==> src/rtl/gtg_pkg.sv <==
// shared types, constants and the arctangent table of the go-to-goal core
`default_nettype none
package gtg_pkg;

	// configuration registers as seen by the datapath
	typedef struct packed {
		logic [15:0] target_x;
		logic [15:0] target_y;
		logic [11:0] gain;
		logic [15:0] max_speed;
	} cfg_t;

	// register indexes on the configuration port
	typedef enum logic [1:0] {
		REG_TARGET_X  = 2'd0,
		REG_TARGET_Y  = 2'd1,
		REG_GAIN      = 2'd2,
		REG_MAX_SPEED = 2'd3
	} reg_idx_t;

	localparam int unsigned CORDIC_STEPS = 16;
	localparam int unsigned ROOT_BITS    = 17;
	localparam logic signed [19:0] PI_Q16 = 20'sd205887;
	localparam logic [16:0] NEAR_LIMIT = 17'd4;
	localparam logic [16:0] TURN_LIMIT = 17'd820;

	// atan(2^-i) in Q3.16, rounded to nearest
	function automatic logic signed [19:0] atan_q16(input logic [3:0] i);
		logic signed [19:0] a;
		case (i)
			4'd0:    a = 20'sd51472;
			4'd1:    a = 20'sd30386;
			4'd2:    a = 20'sd16055;
			4'd3:    a = 20'sd8150;
			4'd4:    a = 20'sd4091;
			4'd5:    a = 20'sd2047;
			4'd6:    a = 20'sd1024;
			4'd7:    a = 20'sd512;
			4'd8:    a = 20'sd256;
			4'd9:    a = 20'sd128;
			4'd10:   a = 20'sd64;
			4'd11:   a = 20'sd32;
			4'd12:   a = 20'sd16;
			4'd13:   a = 20'sd8;
			4'd14:   a = 20'sd4;
			default: a = 20'sd2;
		endcase
		return a;
	endfunction

endpackage
`default_nettype wire

==> src/rtl/gtg_iter.sv <==
// lock-step pipeline of square-root digit stages and vectoring cordic stages
`default_nettype none
module gtg_iter
	import gtg_pkg::*;
(
	input  wire logic               clk,
	input  wire logic               arst_n,
	input  wire logic               en,
	input  wire logic               in_valid,
	input  wire logic [33:0]        in_sum,
	input  wire logic signed [31:0] in_x,
	input  wire logic signed [31:0] in_y,
	input  wire logic signed [19:0] in_z,
	input  wire logic signed [14:0] in_hd,
	output logic                    out_valid,
	output logic [16:0]             out_dist,
	output logic signed [19:0]      out_z,
	output logic signed [14:0]      out_hd
);
	localparam int unsigned N = ROOT_BITS;

	logic               v_sn    [0:N-1];
	logic [33:0]        n_sn    [0:N-1];
	logic [19:0]        rem_sn  [0:N-1];
	logic [16:0]        root_sn [0:N-1];
	logic signed [31:0] x_sn    [0:N-1];
	logic signed [31:0] y_sn    [0:N-1];
	logic signed [19:0] z_sn    [0:N-1];
	logic signed [14:0] hd_sn   [0:N-1];

	genvar k;
	generate
		for (k = 0; k < N; k++) begin : g_stage
			logic               v_p;
			logic [33:0]        n_p;
			logic [19:0]        rem_p;
			logic [16:0]        root_p;
			logic signed [31:0] x_p;
			logic signed [31:0] y_p;
			logic signed [19:0] z_p;
			logic signed [14:0] hd_p;
			logic [19:0]        rem_sh;
			logic [19:0]        trial;
			logic               ge;
			logic signed [31:0] x_n;
			logic signed [31:0] y_n;
			logic signed [19:0] z_n;

			if (k == 0) begin : g_first
				assign v_p    = in_valid;
				assign n_p    = in_sum;
				assign rem_p  = 20'd0;
				assign root_p = 17'd0;
				assign x_p    = in_x;
				assign y_p    = in_y;
				assign z_p    = in_z;
				assign hd_p   = in_hd;
			end else begin : g_next
				assign v_p    = v_sn[k-1];
				assign n_p    = n_sn[k-1];
				assign rem_p  = rem_sn[k-1];
				assign root_p = root_sn[k-1];
				assign x_p    = x_sn[k-1];
				assign y_p    = y_sn[k-1];
				assign z_p    = z_sn[k-1];
				assign hd_p   = hd_sn[k-1];
			end

			// one root digit, most significant pair of the radicand first
			assign rem_sh = {rem_p[17:0], n_p[2*(N-1-k)+1 -: 2]};
			assign trial  = {1'b0, root_p, 2'b01};
			assign ge     = (rem_sh >= trial);

			// one cordic rotation towards the x axis
			if (k < CORDIC_STEPS) begin : g_rot
				always_comb begin
					if (y_p >= 0) begin
						x_n = x_p + (y_p >>> k);
						y_n = y_p - (x_p >>> k);
						z_n = z_p + atan_q16(4'(k));
					end else begin
						x_n = x_p - (y_p >>> k);
						y_n = y_p + (x_p >>> k);
						z_n = z_p - atan_q16(4'(k));
					end
				end
			end else begin : g_pass
				assign x_n = x_p;
				assign y_n = y_p;
				assign z_n = z_p;
			end

			// stage valid
			always_ff @(posedge clk or negedge arst_n) begin
				if (!arst_n) begin
					v_sn[k] <= 1'b0;
				end else if (en) begin
					v_sn[k] <= v_p;
				end
			end

			// stage payload
			always_ff @(posedge clk) begin
				if (en) begin
					n_sn[k]    <= n_p;
					rem_sn[k]  <= ge ? (rem_sh - trial) : rem_sh;
					root_sn[k] <= {root_p[15:0], ge};
					x_sn[k]    <= x_n;
					y_sn[k]    <= y_n;
					z_sn[k]    <= z_n;
					hd_sn[k]   <= hd_p;
				end
			end
		end
	endgenerate

	assign out_valid = v_sn[N-1];
	assign out_dist  = root_sn[N-1];
	assign out_z     = z_sn[N-1];
	assign out_hd    = hd_sn[N-1];
endmodule
`default_nettype wire

==> config.mk <==
export PLATFORM = sky130hd
export DESIGN_NAME = gtg_iter
export DESIGN_NICKNAME = d
export VERILOG_FILES = /design/src/rtl/gtg_pkg.sv /design/src/rtl/gtg_iter.sv
export SDC_FILE = /design/constraint.sdc
export NUM_CORES = 2
export LEC_CHECK = 0
export ABC_AREA = 0
export BUFFER_PORTS_ARGS = -buffer_cell sky130_fd_sc_hd__buf_2
export CORE_UTILIZATION = 40
export CTS_BUF_LIST = sky130_fd_sc_hd__clkbuf_4
export CTS_CLUSTER_DIAMETER = 40
export DETAILED_ROUTE_END_ITERATION = 10
export GPL_TIMING_DRIVEN = 0
export PLACE_DENSITY = 0.53
export SYNTH_ARGS = -nofsm -noshare
export SYNTH_HDL_FRONTEND = slang
export SYNTH_SLANG_ARGS = --single-unit
export TNS_END_PERCENT = 100
==> constraint.sdc <==
create_clock -name clk -period 5.1 [get_ports clk]
set_clock_uncertainty 0.1 [all_clocks]
set_input_delay 0.765 -clock clk [delete_from_list [all_inputs] [get_ports clk]]
set_output_delay 0.765 -clock clk [all_outputs]
set_load 0.05 [all_outputs]
== After elaboration in Yosys (flattened, before gate mapping) ==
Memory sizes are Yosys's and may differ from the RTL's.
Index checks and enable logic that the tools add are counted.
Word-level totals
  register bits: 17
  memory bits (read-only): 0
  latch bits: 0
  input port bits: 137
  memory bits (writable): 2890
  logic and storage cells: 236
  memories: 7
  output and inout bits: 53
Memories
  n_sn: depth 17, bits a word 34, rd ports 16, clocked after memory_dff 0, write ports 17, RTL line gtg_iter.sv:23  | logic [33:0] n_sn [0:N-1];
  x_sn: depth 17, bits a word 32, rd ports 16, clocked after memory_dff 0, write ports 17, RTL line gtg_iter.sv:26  | logic signed [31:0] x_sn [0:N-1];
  y_sn: depth 17, bits a word 32, rd ports 16, clocked after memory_dff 0, write ports 17, RTL line gtg_iter.sv:27  | logic signed [31:0] y_sn [0:N-1];
  rem_sn: depth 17, bits a word 20, rd ports 16, clocked after memory_dff 0, write ports 17, RTL line gtg_iter.sv:24  | logic [19:0] rem_sn [0:N-1];
  z_sn: depth 17, bits a word 20, rd ports 17, clocked after memory_dff 0, write ports 17, RTL line gtg_iter.sv:28  | logic signed [19:0] z_sn [0:N-1];
  root_sn: depth 17, bits a word 17, rd ports 17, clocked after memory_dff 0, write ports 17, RTL line gtg_iter.sv:25  | logic [16:0] root_sn [0:N-1];
  1 more memories
Operators by class
  $lt $le $gt $ge: 33
  equality and inequality tests: 0
  muxes and demuxes: 67
  multipliers: 0
  $add $sub $neg: 112
  reductions and logical operators: 0
  bitwise gates (word level): 0
  shift-type cells: 0
  divide/modulo/power cells: 0
Operators with widths (number)
  32-bit two-way mux: 32
  20-bit two-way mux: 33
  32-bit by 1-bit greater-or-equal comparator with 1-bit output, second input constant: 16
  20-bit by 19-bit greater-or-equal comparator with 1-bit output: 16
  20-bit by 19-bit subtractor with 20-bit output: 16
  32-bit by 17-bit adder with 32-bit output: 2
  32-bit by 18-bit adder with 32-bit output: 2
  32-bit by 19-bit adder with 32-bit output: 2
  32-bit by 20-bit adder with 32-bit output: 2
  32-bit by 21-bit adder with 32-bit output: 2
  32-bit by 22-bit adder with 32-bit output: 2
  32-bit by 23-bit adder with 32-bit output: 2
  32-bit by 24-bit adder with 32-bit output: 2
  32-bit by 25-bit adder with 32-bit output: 2
  32-bit by 26-bit adder with 32-bit output: 2
  32-bit by 27-bit adder with 32-bit output: 2
  32-bit by 28-bit adder with 32-bit output: 2
  32-bit by 29-bit adder with 32-bit output: 2
  32-bit by 30-bit adder with 32-bit output: 2
  32-bit by 31-bit adder with 32-bit output: 2
  32-bit by 17-bit subtractor with 32-bit output: 2
  32-bit by 18-bit subtractor with 32-bit output: 2
  32-bit by 19-bit subtractor with 32-bit output: 2
  32-bit by 20-bit subtractor with 32-bit output: 2
  46 further kinds: 61

== Logic depth before layout (Yosys ltp) ==
An unclocked memory read counts as a cell.
  depth in word-level cells: 3
  depth in mapped cells: 22
  gate-level depth less buffers: 21

== Worst setup path before layout ==
Ideal clock, no wire load.
  path type: register to register
  from: mem x_sn[10][15] (netlist: x_sn[0][335])
  to: mem y_sn[11][28] (netlist: y_sn[0][380]), data pin
  library setup time: 0.258 ns
  cell stages (with the launch flop): 19
  required time: 4.742 ns
  arrival: 4.397 ns
  path slack: 0.345 ns
  path buffers: 0
  cell sequence: edfxtp_1 or3_1 nor2_1 nand2_1 or2_2 or3_1 or3_1 o21ai_0 xor2_1 ha_1 a21o_1 or3_1 o221a_2 a31oi_1 o21ai_0 o311a_1 o21a_1 nor2_1 xnor2_1
RTL lines (RTL line)
  from (decl): gtg_iter.sv:26
  to (decl): gtg_iter.sv:27

==> results.txt <==
outcome -> finished, final reports clean
global routing's busiest layer -> met2
Worst-Margin Slew -> 1.351 ns
aggregate global-route resource usage -> 19.26%
endpoint required time on the critical path -> 6.21 ns
Max clock buf depth -> 4
main flop type after synthesis -> edfxtp_1
number of buffers created by CTS -> 627
starting density of the core -> 40.26%
vias in the first global route -> 102500
pre-CTS worst setup slack -> -1.934 ns
Synth area leader -> edfxtp_1
maximum fanout along the worst path -> 4
placed cells -> 18360
remaining global-route overflow -> 0
highest cell delay on the worst timing path -> 0.63 ns
synthesized flop and latch total -> 2187
average via count per standard cell -> 5.202
wire length of the first global-routing pass -> 553600 um
Critical-path top delay cell -> dlygate4sd3_1
pin count of the biggest net entering global routing -> 179
number of levels in the clock H-tree -> 6
number of instances in the synthesized netlist -> 13350
unrepaired setup endpoints after global routing -> true
post-detail-place hpwl -> 272700 um
share of the yosys chip area belonging to registers -> 46.16%
share of the synthesized area in the top cell type -> 45.86%
worst slew slack as a fraction of its limit -> 9.187%
fraction of synthesis flops using an asynchronous set or reset pin -> 0.7773%
met2 Usage GRT -> 34.02%
max-cap violations -> 0
startpoint of the most critical hold path -> in_x[26]
top achievable clock speed -> 197.3 MHz
end of the worst hold path -> x_sn[0][29]$_DFFE_PP_
number of flops mapped to enable cells by yosys -> 2170
clock input transition at the sequential cells of the worst setup and hold paths -> 0.06 ns
clock sinks -> 2187
time the final worst path needs with I/O delays and setup -> 5.068 ns
final weighted congestion in routability-driven placement -> 0.9047
number of top-level pins -> 190
Post-Syn Area -> 0.1421 mm^2
Worst R2R Setup Slack -> 0.15 ns
post-detailed-route DRC marker count -> 0
global routing usage on met1 -> 23.92%
CTS tree -> yes
biggest area contributors in the synthesized netlist -> edfxtp_1 (46%), ha_1 (11%), xnor2_1 (7.1%)
core footprint -> 0.3530 mm^2
cells traversed along the worst timing path -> dlygate4sd3_1 -> buf_2 -> inv_1 -> ha_1 -> dlygate4sd3_1 -> inv_1 -> a21oi_1 -> o21ai_1 -> a211oi_2 -> buf_4 -> nor3_1 -> o21ai_0 -> nand3_1 -> o311a_1 -> a221oi_1 -> o22ai_1 -> dlygate4sd3_1 -> xnor2_1 -> dlygate4sd3_1
max-slew violation count -> 0
Std-Cell Rows -> 218
met3 track demand over resource in global routing -> 2.444%
classification of the worst-slack hold path -> in -> reg
Die X-Extent -> 598.0 um
source of the critical timing path -> in_x[3]
most frequent standard cell in the layout excluding fill and tap cells -> edfxtp_1
DR iter-0 viols -> 5704
post-detailed-route count of antenna-violating nets -> 0
class of the most critical setup path -> in -> reg
setup violators final -> 0
Netlist cell types -> 89
cell seen most often among critical-path stages -> dlygate4sd3_1
Clock Tree Root -> clkbuf_4
number of nets in the layout -> 16170
arrival time at the worst endpoint -> 6.18 ns
commonest cells after routing, fill and taps aside -> edfxtp_1 (2170), ha_1 (1296), xnor2_1 (1145)
first-pass iteration count of the detailed router -> 8
launching element type of the critical path -> input pin
Buffers on Ports -> 189
clock insertion delay at the later pin of the skew report -> 1.49 ns
worst path setup slack after routing -> 0.03239 ns
Die Y-Extent -> 598.0 um
DRT Wirelength -> 353700 um
Worst setup EP type -> flip-flop
final routed wire length divided by cell count -> 17.77 um
Area growth syn-to-layout -> 14.83%
reg-to-reg critical path startpoint -> x_sn[0][265]$_DFFE_PP_
mean cell area of the mapped netlist -> 10.64 um^2
count of synthesis-stage warnings from yosys -> 0
Hold Path Depth -> 6
non-filler instance count after layout -> 19900
share of the core filled with cells -> 46.23%
layout cells sized above 1 -> 11.33%
floorplan die area -> 0.3576 mm^2
final hold viol count -> 0
capturing point of the worst reg2reg path -> y_sn[0][318]$_DFFE_PP_
final worst path period share -> 99.36%
via count -> 103500
number of antenna violations at the first check in global routing -> 17
Reg2Reg Depth -> 19
## critical path: cells and delay by family
family / cells / cell delay, ns
buf+inv: 8 / 2.76
compound gates: 7 / 1.52
simple gates: 2 / 0.74
fa+ha+maj: 1 / 0.32
xor+xnor: 1 / 0.06
## area by class of cell
| class | instances | area (um^2) |
|---|---|---|
| diodes | 12 | 30.03 |
| plain buffers | 217 | 938.4 |
| flip-flops and latches | 2187 | 65590 |
| inverters | 761 | 2859 |
| multi-input cells | 10250 | 74290 |
| clock inverters | 232 | 1587 |
| repair buffers | 651 | 5490 |
| clock buffers | 860 | 6456 |
| well taps | 4730 | 5918 |
| fillers | 33950 | 189800 |
## stage by stage
step / instance area [um^2] / setup TNS [ns] / hold slack [ns]
detailed placement: 149600 / -94.98 / 0.3045
CTS: 161600 / 0 / 0.002240
global placement: 149200 / - / 0.3002
finish: 163200 / 0 / 0.2429
global route: 163100 / -0.2958 / 0.1572
floorplan: 142400 / 0 / 0.3003
## worst max-delay path by stage
stage                                         to  slack, ns  cells past startpoint
after floorplan           y_sn[0][380]$_DFFE_PP_       0.34                     18
after global placement     x_sn[0][64]$_DFFE_PP_     -32.84                      1
after detailed placement  y_sn[0][479]$_DFFE_PP_      -1.93                     18
after CTS                  x_sn[0][61]$_DFFE_PP_      0.007                     20
after global routing      y_sn[0][287]$_DFFE_PP_      -0.07                     17
final                      x_sn[0][30]$_DFFE_PP_       0.03                     19
## per-layer routing
| layer | routed length, um | up-vias | part of all wire [%] |
|---|---|---|---|
| li1 | - | 52540 | - |
| met1 | 155800 | 48320 | 44 |
| met2 | 173300 | 1987 | 49 |
| met3 | 12960 | 678 | 3.7 |
| met4 | 11660 | 8 | 3.3 |
| met5 | 46 | - | 0.013 |
## synth_stat cells, types with 18 or more instances
master,count
nor2_1,948
nor3_1,269
nand2b_1,232
a31oi_1,98
o21a_1,211
mux2_2,33
xor2_1,633
a211oi_1,75
a31o_2,32
a2111oi_0,19
nor3b_1,20
a21o_1,472
a21oi_1,1005
nor2b_1,182
edfxtp_1,2170
nor4_1,112
o2111ai_1,31
fa_1,37
and3_1,102
or3_1,152
o31ai_1,212
inv_1,754
or4_1,99
and2_1,41
o211ai_1,54
nand3_1,238
nand2_1,813
o21bai_1,128
a211o_1,31
clkbuf_1,189
mux2i_1,29
a21boi_0,56
xnor2_1,1147
o41ai_1,94
ha_1,1299
o21ai_0,803
or2_2,59
nand4_1,98
a221oi_1,27
nand3b_1,18
buf_1,38
## sequential cells by signal (all words and copies together) (netlist names)
signal / cells
root_sn: 153
rem_sn: 268
g_stage.v_p: 16
z_sn: 340
n_sn: 272
hd_sn: 255
out_valid: 1
x_sn: 434
y_sn: 448
## what timing repair did
item | 4_1_cts | 5_1_grt
pin swaps | 7 | 55
setup buffers | 45 | 96
hold buffers | 307 | 0
gates resized for setup | 153 | 212
hold endpoints to repair | 374 | 0
endpoints found under the setup margin | 248 | 113
## logic make-up (layout without fill, tap and decap cells)
logic type	Yosys count	in the layout	share of synthesized area, %
compound gates	3536	3536	15.84
xor+xnor	1780	1780	10.97
fa+ha+maj	1340	1340	11.99
buf+inv	990	2721	2.617
flops	2187	2187	46.16
mux	62	62	0.4658
other cells	1	91	0.002639
simple gates	3457	3457	11.96
Power is not shown: default switching activity piles up to over one toggle a cycle in this logic, so the estimate is an artifact.
