<file path="config.mk">
export PLATFORM = sky130hd
export DESIGN_NAME = gtg_cfg
export DESIGN_NICKNAME = d
export VERILOG_FILES = /design/src/rtl/gtg_pkg.sv /design/src/rtl/gtg_cfg.sv
export SDC_FILE = /design/constraint.sdc
export NUM_CORES = 1
export LEC_CHECK = 0
export BUFFER_PORTS_ARGS = -buffer_cell sky130_fd_sc_hd__buf_2
export CAP_MARGIN = 40
export CORE_ASPECT_RATIO = 1.75
export CORE_MARGIN = 1
export CORE_UTILIZATION = 30
export DETAILED_ROUTE_END_ITERATION = 10
export SLEW_MARGIN = 20
export SYNTH_ARGS = -nofsm -noshare
export SYNTH_HDL_FRONTEND = slang
export SYNTH_SLANG_ARGS = --single-unit
</file>
<file path="constraint.sdc">
create_clock -name clk -period 1.5 [get_ports clk]
set_input_delay 0.225 -clock clk [delete_from_list [all_inputs] [get_ports clk]]
set_output_delay 0.225 -clock clk [all_outputs]
set_load 0.03 [all_outputs]
</file>
<file path="src/rtl/gtg_pkg.sv">
// shared types, constants and the arctangent table of the go-to-goal core
`default_nettype none
package gtg_pkg;

	// configuration registers as seen by the datapath
	typedef struct packed {
		logic [15:0] target_x;
		logic [15:0] target_y;
		logic [11:0] gain;
		logic [15:0] max_speed;
	} cfg_t;

	// register indexes on the configuration port
	typedef enum logic [1:0] {
		REG_TARGET_X  = 2'd0,
		REG_TARGET_Y  = 2'd1,
		REG_GAIN      = 2'd2,
		REG_MAX_SPEED = 2'd3
	} reg_idx_t;

	localparam int unsigned CORDIC_STEPS = 16;
	localparam int unsigned ROOT_BITS    = 17;
	localparam logic signed [19:0] PI_Q16 = 20'sd205887;
	localparam logic [16:0] NEAR_LIMIT = 17'd4;
	localparam logic [16:0] TURN_LIMIT = 17'd820;

	// atan(2^-i) in Q3.16, rounded to nearest
	function automatic logic signed [19:0] atan_q16(input logic [3:0] i);
		logic signed [19:0] a;
		case (i)
			4'd0:    a = 20'sd51472;
			4'd1:    a = 20'sd30386;
			4'd2:    a = 20'sd16055;
			4'd3:    a = 20'sd8150;
			4'd4:    a = 20'sd4091;
			4'd5:    a = 20'sd2047;
			4'd6:    a = 20'sd1024;
			4'd7:    a = 20'sd512;
			4'd8:    a = 20'sd256;
			4'd9:    a = 20'sd128;
			4'd10:   a = 20'sd64;
			4'd11:   a = 20'sd32;
			4'd12:   a = 20'sd16;
			4'd13:   a = 20'sd8;
			4'd14:   a = 20'sd4;
			default: a = 20'sd2;
		endcase
		return a;
	endfunction

endpackage
`default_nettype wire

</file>
<file path="src/rtl/gtg_cfg.sv">
// configuration register file behind the apb-style port
`default_nettype none
module gtg_cfg
	import gtg_pkg::*;
(
	input  wire logic        clk,
	input  wire logic        arst_n,
	input  wire logic        psel,
	input  wire logic        penable,
	input  wire logic        pwrite,
	input  wire logic [3:0]  paddr,
	input  wire logic [31:0] pwdata,
	output logic      [31:0] prdata,
	output logic             pready,
	output cfg_t             cfg
);
	cfg_t     cfg_q;
	reg_idx_t idx;

	assign idx    = reg_idx_t'(paddr[3:2]);
	assign pready = 1'b1;
	assign cfg    = cfg_q;

	// register writes on the access phase
	always_ff @(posedge clk or negedge arst_n) begin
		if (!arst_n) begin
			cfg_q.target_x  <= 16'd4096;
			cfg_q.target_y  <= 16'd4096;
			cfg_q.gain      <= 12'd256;
			cfg_q.max_speed <= 16'd12288;
		end else if (psel && penable && pwrite) begin
			unique case (idx)
				REG_TARGET_X:  cfg_q.target_x  <= pwdata[15:0];
				REG_TARGET_Y:  cfg_q.target_y  <= pwdata[15:0];
				REG_GAIN:      cfg_q.gain      <= pwdata[11:0];
				REG_MAX_SPEED: cfg_q.max_speed <= pwdata[15:0];
				default: ;
			endcase
		end
	end

	// read back
	always_comb begin
		unique case (idx)
			REG_TARGET_X:  prdata = {16'd0, cfg_q.target_x};
			REG_TARGET_Y:  prdata = {16'd0, cfg_q.target_y};
			REG_GAIN:      prdata = {20'd0, cfg_q.gain};
			REG_MAX_SPEED: prdata = {16'd0, cfg_q.max_speed};
			default:       prdata = 32'd0;
		endcase
	end
endmodule
`default_nettype wire

</file>
## Yosys cells after proc, flatten, opt, wreduce, memory -nomap -nowiden

Index checks and enable logic that the tools add are counted.

- Input port bits: 41
- Output and inout port bits: 93
- Word-level logic and storage cells: 15
- Register bits after elaboration: 60

- Eq/ne operators: 3
- Reduce and logical (&&, ||, !) cells: 7
- Muxes and demuxes: 1

Operators by type and width:

| kind | count |
|---|---|
| 32-bit one-hot mux with 4 select lines | 1 |
| 2-bit AND reduction | 4 |
| 2-bit == test, second input constant | 2 |
| 2-bit by 1-bit == test with 1-bit output, second input constant | 1 |
| 1-bit logical AND | 2 |
| 2-bit logical NOT | 1 |

## Longest topological paths before layout

Gate-level depths: netlist (run 1).

- Depth in word-level cells: 3
- Depth in mapped cells: 6

## Worst setup path after synthesis (run 1)

No wires, ideal clock.

- Kind: reg2out
- Start point: register cfg_q, in the netlist cfg[40]
- End point: output port prdata[12]
- Required time: 1.275 ns
- Buffers on the path: 0
- Path slack: -0.119 ns
- Arrival: 1.394 ns
- Cell stages (with the launch flop): 3
- Cells stage by stage: dfstp_2 > mux2i_1 > o21ai_0

- Word-level cells in the longest chain between the ends: 1

RTL lines:

| what | line | source |
|---|---|---|
| start, declared | gtg_cfg.sv:17 | `cfg_t cfg_q;` |
| 32-bit one-hot mux with 4 select lines | gtg_cfg.sv:44 | `unique case (idx)` |
| end, declared | gtg_cfg.sv:13 | `output logic [31:0] prdata,` |

Every way passes these cells. The select of a mux whose other input is x is not followed.

## Worst setup path in the final report (run 1)

- Start point: register cfg_q, in the netlist cfg[1]
- End point: output port prdata[1]

Same word-level chain as after synthesis.

==> results of run 1 <==
## where the power goes
group	switching, mW	internal (mW)	leakage, nW
registers	0.254	2.03	0.727
logic	1.62	1.21	1.21
clock network	0.674	1.28	0.145
total	2.55	4.52	2.08
## cell type report
type / count / share of cell area (%)
clock buffer: 14 / 6.84
clock inverter: 1 / 0.121
inverter: 1 / 0.0904
multi-input combinational: 107 / 28.2
sequential: 60 / 36.3
tap: 120 / 3.62
timing repair buffer: 149 / 24.8
## placed cells by master, fill, tap and decap left out
| cell | count |
|---|---|
| buf_12 | 6 |
| nand4_1 | 1 |
| buf_4 | 46 |
| mux2i_1 | 4 |
| clkbuf_16 | 9 |
| or3_1 | 1 |
| clkbuf_1 | 1 |
| clkbuf_8 | 4 |
| mux2_4 | 10 |
| dlygate4sd3_1 | 1 |
| dfstp_2 | 5 |
| conb_1 | 17 |
| or2_1 | 1 |
| dfrtp_1 | 55 |
| mux2_1 | 1 |
| mux4_2 | 12 |
| clkinv_2 | 1 |
| o21ai_1 | 4 |
| mux2_2 | 49 |
| inv_2 | 1 |
| nor3_4 | 1 |
| buf_6 | 12 |
| nand3_1 | 5 |
| nor2_1 | 1 |
| buf_2 | 84 |
## timing repair
item,4_1_cts,5_1_grt
hold endpoints to repair,55,0
gates resized for setup,25,2
endpoints found under the setup margin,13,14
hold buffers,1,0
setup buffers,27,7
## worst paths after layout
check	endpoint	startpoint	slack [ps]	cells after the start
worst max-delay path	prdata[1]	cfg[1]$_DFFE_PN0P_	-100	2
worst min-delay path	cfg[15]$_DFFE_PN0P_	pwdata[15]	150	2
worst max register to register	cfg[3]$_DFFE_PN0P_	cfg[3]$_DFFE_PN0P_	470	3
worst min register to register	cfg[7]$_DFFE_PN0P_	cfg[7]$_DFFE_PN0P_	530	1
max in group asynchronous	cfg[13]$_DFFE_PN1P_	arst_n	740	3
min in group asynchronous	cfg[17]$_DFFE_PN0P_	arst_n	430	3
## metrics by stage
stage	total power [mW]	hold WS (ps)	cells	area, µm²
finish	7.07	152	452	4150
global placement	4.65	255	402	3520
floorplan	3.97	-70.6	196	2880
CTS	7.08	141	445	4100
global route	7.43	148	452	4150
detailed placement	4.69	257	402	3520
## cells in the mapped netlist
cell type | instances | area [µm²]
buf_1 | 1 | 3.75
buf_2 | 4 | 20.0
buf_4 | 19 | 143
buf_6 | 3 | 33.8
clkbuf_1 | 1 | 3.75
conb_1 | 2 | 7.51
dfrtp_1 | 55 | 1380
dfstp_2 | 5 | 131
inv_2 | 1 | 3.75
mux2_1 | 1 | 11.3
mux2_2 | 49 | 552
mux2_4 | 10 | 150
mux2i_1 | 4 | 40.0
mux4_2 | 12 | 270
nand3_1 | 5 | 25.0
nand4_1 | 1 | 6.26
nor2_1 | 1 | 3.75
nor3_2 | 1 | 10.0
o21ai_0 | 4 | 20.0
or2_1 | 1 | 6.26
or3_1 | 1 | 6.26
## cell families after synthesis
group	Yosys count	synth area share, %
simple gates	10	2.04
compound gates	4	0.709
flops	60	53.4
buf+inv	29	7.35
mux	76	36.2
other cells	2	0.266
## metal layers
| layer | up-vias | global-route usage (%) | part of all wire (%) |
|---|---|---|---|
| met5 | - | 0 | 0 |
| met4 | 0 | 10.8 | 3.2 |
| met3 | 12 | 3.47 | 3.7 |
| met2 | 73 | 27.5 | 56 |
| met1 | 1035 | 17.2 | 38 |
| li1 | 916 | - | - |
==> out/qor.txt, run 1 <==
Clock Root Buffer: clkbuf_16
DP Worst Slack: -29.2 ps
Final Hold Vio Count: 0
Avg Cell Area, Syn: 15.6 µm²
GRT Overall Usage: 16.1%
Final Cycle Share: 106%
Skew-Pair Late Insertion Delay: 330 ps
Site Rows: 46
crit path max-delay cell type: mux4_2
core area: 0.00909 mm²
Largest register FFs: 60
multi-input combinational cell area: 0.00117 mm²
TritonCTS clock tree: done
kind of cell adding the most delay to the critical path: multiplexers
setup_tns: -875 ps
crit end category: output port
CTS Buffer Depth: 2
Final Net Count: 369
Tightest Hold Check Type: in -> reg
detailed-route via count: 2036
worst endpoint required time: 1270 ps
Mapped Area: 0.00282 mm²
synth warn: 0
synth-to-layout area growth: 47.1%
Leakage Power: 2.08 nW
die area: 0.00982 mm²
Synth Register Bits: 60
final worst path period need: 1600 ps
Buffers on Ports: 98
outcome: finished, violations left
vias in the first global route: 2071
HPWL after DPL: 4830 µm
Final Util: 45.7%
fillers: 867
worst path bufs/invs: 1
Seq/Total Area, Yosys: 53.4%
Max-cap violations: 0
post-DR wirelength/cell: 15.9 µm
DR vias/cell: 4.50
IO Count: 134
initial cell density of the core: 31.1%
kind of critical path: reg -> out
Setup-failing EPs final: 12
FMAX: 626 MHz
failing checks: setup timing
synthesized instance count: 181
PwrDens: 1700 mW/mm²
initial antenna violation count: 0
unrepaired setup endpoints after global routing: yes
first-pass GRT wire length: 10900 µm
Worst Path Arrival: 1370 ps
ant diodes: 0
GRT Residual Overflow: 0
# DRC: 0
Num CTS Buffers: 9
Die Width: 75.3 µm
worst setup margin: -96.6 ps
GPL Wtd Cong: 0.719
worst path cell trace: mux4_2 > buf_6
fin. max-slew vios: 0
Worst setup SP type: register
Initial DRC Count: 80
max incr delay on CP: 490 ps
Clock Skew: 0 ps
Crit Path Max Fanout: 3
library cells used by synthesis: 21
final WL: 7170 µm
Max IR drop VDD: 0.807 mV
First-pass DRT Iterations: 4
H-tree depth: 3
share of layout cells above drive strength 1: 72.3%
Die Ht: 130 µm
Clock transition at path regs: 50 ps
DRT antenna net count: 0
Clock Sinks: 60
largest net degree at the start of global routing: 61
Register Area: 0.00151 mm²
Power figures use the tool's default switching activity.
==> run 2, diff against run 1 <==
- BUFFER_PORTS_ARGS: -buffer_cell sky130_fd_sc_hd__buf_2 -> -buffer_cell sky130_fd_sc_hd__buf_4
- SLEW_MARGIN: 20 -> unset
==> out/qor.txt, run 2 (synthesis gave the netlist of run 1 again) <==
Buffers on Ports: 98
TritonCTS clock tree: done
fin. max-slew vios: 0
core area: 0.00909 mm²
share of layout cells above drive strength 1: 72.8%
detailed-route via count: 2061
failing checks: setup timing
Leakage Power: 2.19 nW
crit end category: output port
GPL Wtd Cong: 0.731
IO Count: 134
Max IR drop VDD: 0.732 mV
worst endpoint required time: 1270 ps
Final Hold Vio Count: 0
kind of critical path: reg -> out
vias in the first global route: 2132
DR vias/cell: 4.42
most common cell after layout, fill and taps aside: buf_4
GRT Overall Usage: 17.1%
Crit Path Max Fanout: 2
Clock transition at path regs: 50 ps
# DRC: 0
Final Cycle Share: 107%
Clock Skew: 0 ps
outcome: finished, violations left
H-tree depth: 3
post-DR wirelength/cell: 16.6 µm
commonest non-fill, non-tap cells in the layout: buf_4 (145), dfrtp_1 (55), mux2_2 (49)
Initial DRC Count: 68
Final Net Count: 382
final worst path period need: 1610 ps
Cell Count, Final, Fillers Out: 466
final WL: 7720 µm
GRT Residual Overflow: 0
Clock Sinks: 60
placed insts: 404
Worst Path Arrival: 1390 ps
fillers: 873
Skew-Pair Late Insertion Delay: 330 ps
setup_tns: -953 ps
HPWL after DPL: 5180 µm
synth-to-layout area growth: 56.5%
Max-cap violations: 0
Num CTS Buffers: 9
Setup-failing EPs final: 12
CTS Buffer Depth: 2
Worst setup SP type: register
First-pass DRT Iterations: 4
worst setup margin: -112 ps
Die Ht: 130 µm
die area: 0.00982 mm²
Site Rows: 46
Die Width: 75.3 µm
largest net degree at the start of global routing: 25
FMAX: 620 MHz
Clock Root Buffer: clkbuf_16
ant diodes: 0
Largest register FFs: 60
DRT antenna net count: 0
unrepaired setup endpoints after global routing: yes
initial cell density of the core: 31.1%
first-pass GRT wire length: 11500 µm
Tightest Hold Check Type: in -> reg
PwrDens: 1670 mW/mm²
initial antenna violation count: 0
[run 2: changes by cell type in the layout (fill, tap and decap cells not counted)]
cell      before  now
buf_4         46  145
buf_2         84    0
buf_12         6    4
clkbuf_1       1    3
clkbuf_8       4    2
clkinv_2       1    2
[run 2: what timing repair did]
action                                  CTS  global route
hold buffers                              1             0
buffers inserted                         38             7
hold endpoints to repair                 20             0
gates cloned                              0             0
endpoints found under the setup margin   12            13
gates resized for setup                  12             0
[run 2: cell type report]
type	count	area (µm²)	area share, %
sequential	60	1510	34.1
clock buffer	14	264	5.97
inverter	1	3.75	0.0849
tap	120	150	3.40
clock inverter	2	10.0	0.226
timing repair buffer	162	1310	29.7
multi-input combinational	107	1170	26.5
[run 2: path summary, 6_finish.rpt]
check                                     from                  end  slack, ps  cells after the start
max                         cfg[3]$_DFFE_PN0P_            prdata[3]       -110                      2
min                                  pwdata[5]  cfg[33]$_DFFE_PN0P_        140                      2
max reg2reg                 cfg[8]$_DFFE_PN0P_   cfg[8]$_DFFE_PN0P_        480                      3
min reg2reg                cfg[43]$_DFFE_PN0P_  cfg[43]$_DFFE_PN0P_        530                      1
max in group asynchronous               arst_n  cfg[28]$_DFFE_PN0P_        620                      3
min in group asynchronous               arst_n  cfg[20]$_DFFE_PN0P_        340                      2
[run 2: per-stage QoR]
stage	worst slack [ps]	util [%]	hold WS [ps]	instance area, µm²	power (mW)
2_1_floorplan	12.1	-	-70.6	2880	3.97
3_3_place_gp	25.4	41.3	145	3750	4.98
3_5_place_dp	28.0	41.3	153	3750	5.02
4_1_cts	-120	48.0	127	4370	7.41
5_1_grt	-139	48.6	139	4420	7.73
6_report	-112	48.6	143	4420	7.39
[run 2: report_power, final]
part	switching (mW)	internal [mW]	total (mW)
clock network	0.689	1.20	1.89
logic	1.68	1.53	3.21
registers	0.264	2.03	2.29
total	2.64	4.76	7.39
[run 2: per-layer routing]
layer | vias up | global-route usage, % | share of wire (%) | wire (µm)
met5 | - | 0 | 0 | 0
met4 | 0 | 9.69 | 3.3 | 257
met3 | 17 | 5.10 | 4.9 | 381
met2 | 75 | 29.9 | 56 | 4320
met1 | 1034 | 17.6 | 36 | 2760
li1 | 935 | - | - | -
[run 2: worst max-delay path, cell delays in order, from the launching register on]
cell and delay (ps):
dfrtp_1 410, mux4_2 490, buf_6 160
==> run 3, diff against run 2 <==
- CORE_MARGIN: 1 -> unset
- clock period: 1.5 -> 1.9 ns (I/O delays scaled with it)
==> out/qor.txt, run 3 (synthesis gave the netlist of run 1 again) <==
final worst path period need: 1660 ps
Final Cycle Share: 87.5%
First-pass DRT Iterations: 4
IO Count: 134
CTS Buffer Depth: 2
worst endpoint required time: 1620 ps
Clock transition at path regs: 50 ps
post-CTS sizing: 0
Max IR drop VDD: 0.649 mV
FMAX: 602 MHz
Final Net Count: 329
Largest register FFs: 60
Die Ht: 130 µm
fin. max-slew vios: 0
most common cell after layout, fill and taps aside: buf_4
Clock Skew: 0 ps
Worst setup SP type: register
share of layout cells above drive strength 1: 69.3%
crit path max-delay cell type: mux4_2
ant diodes: 0
fillers: 881
core area: 0.00909 mm²
# DRC: 0
Num CTS Buffers: 9
GPL Wtd Cong: 0.689
die area: 0.00982 mm²
Setup-failing EPs final: 0
Tightest Hold Check Type: in -> async
synth-to-layout area growth: 42.1%
first-pass GRT wire length: 10500 µm
PwrDens: 1420 mW/mm²
Tot Pwr: 5.68 mW
Hold-fix buffers, CTS: 0
DR vias/cell: 4.53
Register Area: 0.00151 mm²
reg2reg setup slack: 1100 ps
Leakage Power: 1.93 nW
Max-cap violations: 0
multi-input combinational cell area: 0.00117 mm²
Clock Sinks: 60
Final Hold Vio Count: 0
DP Worst Slack: 252 ps
detailed-route via count: 1872
Worst Path Arrival: 1380 ps
Initial DRC Count: 43
relative slew slack: 50.1%
largest net degree at the start of global routing: 61
outcome: finished clean
placed cell area: 0.00368 mm²
DRT antenna net count: 0
H-tree depth: 3
r2r startpoint: cfg[11]$_DFFE_PN0P_
Site Rows: 46
commonest non-fill, non-tap cells in the layout: buf_4 (107), dfrtp_1 (55), mux2_2 (49)
Design Area, Final: 0.00401 mm²
Skew-Pair Late Insertion Delay: 320 ps
GRT Residual Overflow: 0
Buffers on Ports: 98
worst setup margin: 238 ps
Die Width: 75.3 µm
crit end category: output port
setup_tns: 0 ps
initial antenna violation count: 0
Final Util: 44.1%
unrepaired setup endpoints after global routing: no
Worst Tran Pin Value: 749 ps
Crit Path Max Fanout: 3
max incr delay on CP: 470 ps
r2r worst-path depth: 1
Clock Root Buffer: clkbuf_16
HPWL after DPL: 5010 µm
kind of critical path: reg -> out
post-DR wirelength/cell: 16.4 µm
post-CTS setup buffers: 0
initial cell density of the core: 31.1%
worst path cell trace: mux4_2 > buf_4
reg2reg end: cfg[11]$_DFFE_PN0P_
TritonCTS clock tree: done
final WL: 6790 µm
GRT Overall Usage: 15.0%
vias in the first global route: 1894
-- run 3: cell type report --
cell class	count	share of cell area [%]
Timing Repair Buffer	109	21.0
Sequential cell	60	37.6
Clock buffer	12	6.64
Inverter	1	0.0935
Clock inverter	4	1.75
Multi-Input combinational cell	107	29.2
Tap cell	120	3.74
-- run 3: per-layer routing --
metal / track usage (%) / up-vias / share of wire (%)
li1: - / 844 / -
met1: 17.8 / 954 / 38
met2: 25.3 / 66 / 56
met3: 3.94 / 8 / 5.0
met4: 5.88 / 0 / 1.7
met5: 0 / - / 0
-- run 3: report_power, final --
part	total (mW)	switching, mW	internal, mW
logic	2.05	1.17	0.881
clock network	1.78	0.533	1.25
registers	1.85	0.253	1.60
-- run 3: worst max path at each step --
| stage | slack [ps] | startpoint | cells after the start | endpoint |
|---|---|---|---|---|
| 3_3_place_gp | 260 | paddr[2] | 4 | prdata[8] |
| 3_5_place_dp | 250 | paddr[2] | 4 | prdata[8] |
| 5_1_grt | 190 | cfg[11]$_DFFE_PN0P_ | 2 | prdata[11] |
| 4_1_cts | 230 | cfg[8]$_DFFE_PN0P_ | 2 | prdata[8] |
| 2_1_floorplan | 190 | paddr[2] | 4 | prdata[13] |
| 6_report | 240 | cfg[8]$_DFFE_PN0P_ | 2 | prdata[8] |
-- run 3: stage by stage --
stage / instances / hold slack, ps
2_1_floorplan: 196 / -10.6
3_3_place_gp: 397 / 394
3_5_place_dp: 397 / 404
4_1_cts: 413 / 61.1
5_1_grt: 413 / 96.5
6_report: 413 / 26.9
-- run 3: worst max-delay path, delay by kind of cell, from the launching register on --
| kind | cells | cell delay (ps) |
|---|---|---|
| muxes | 1 | 470 |
| DFF | 1 | 400 |
| buffers and inverters | 1 | 180 |
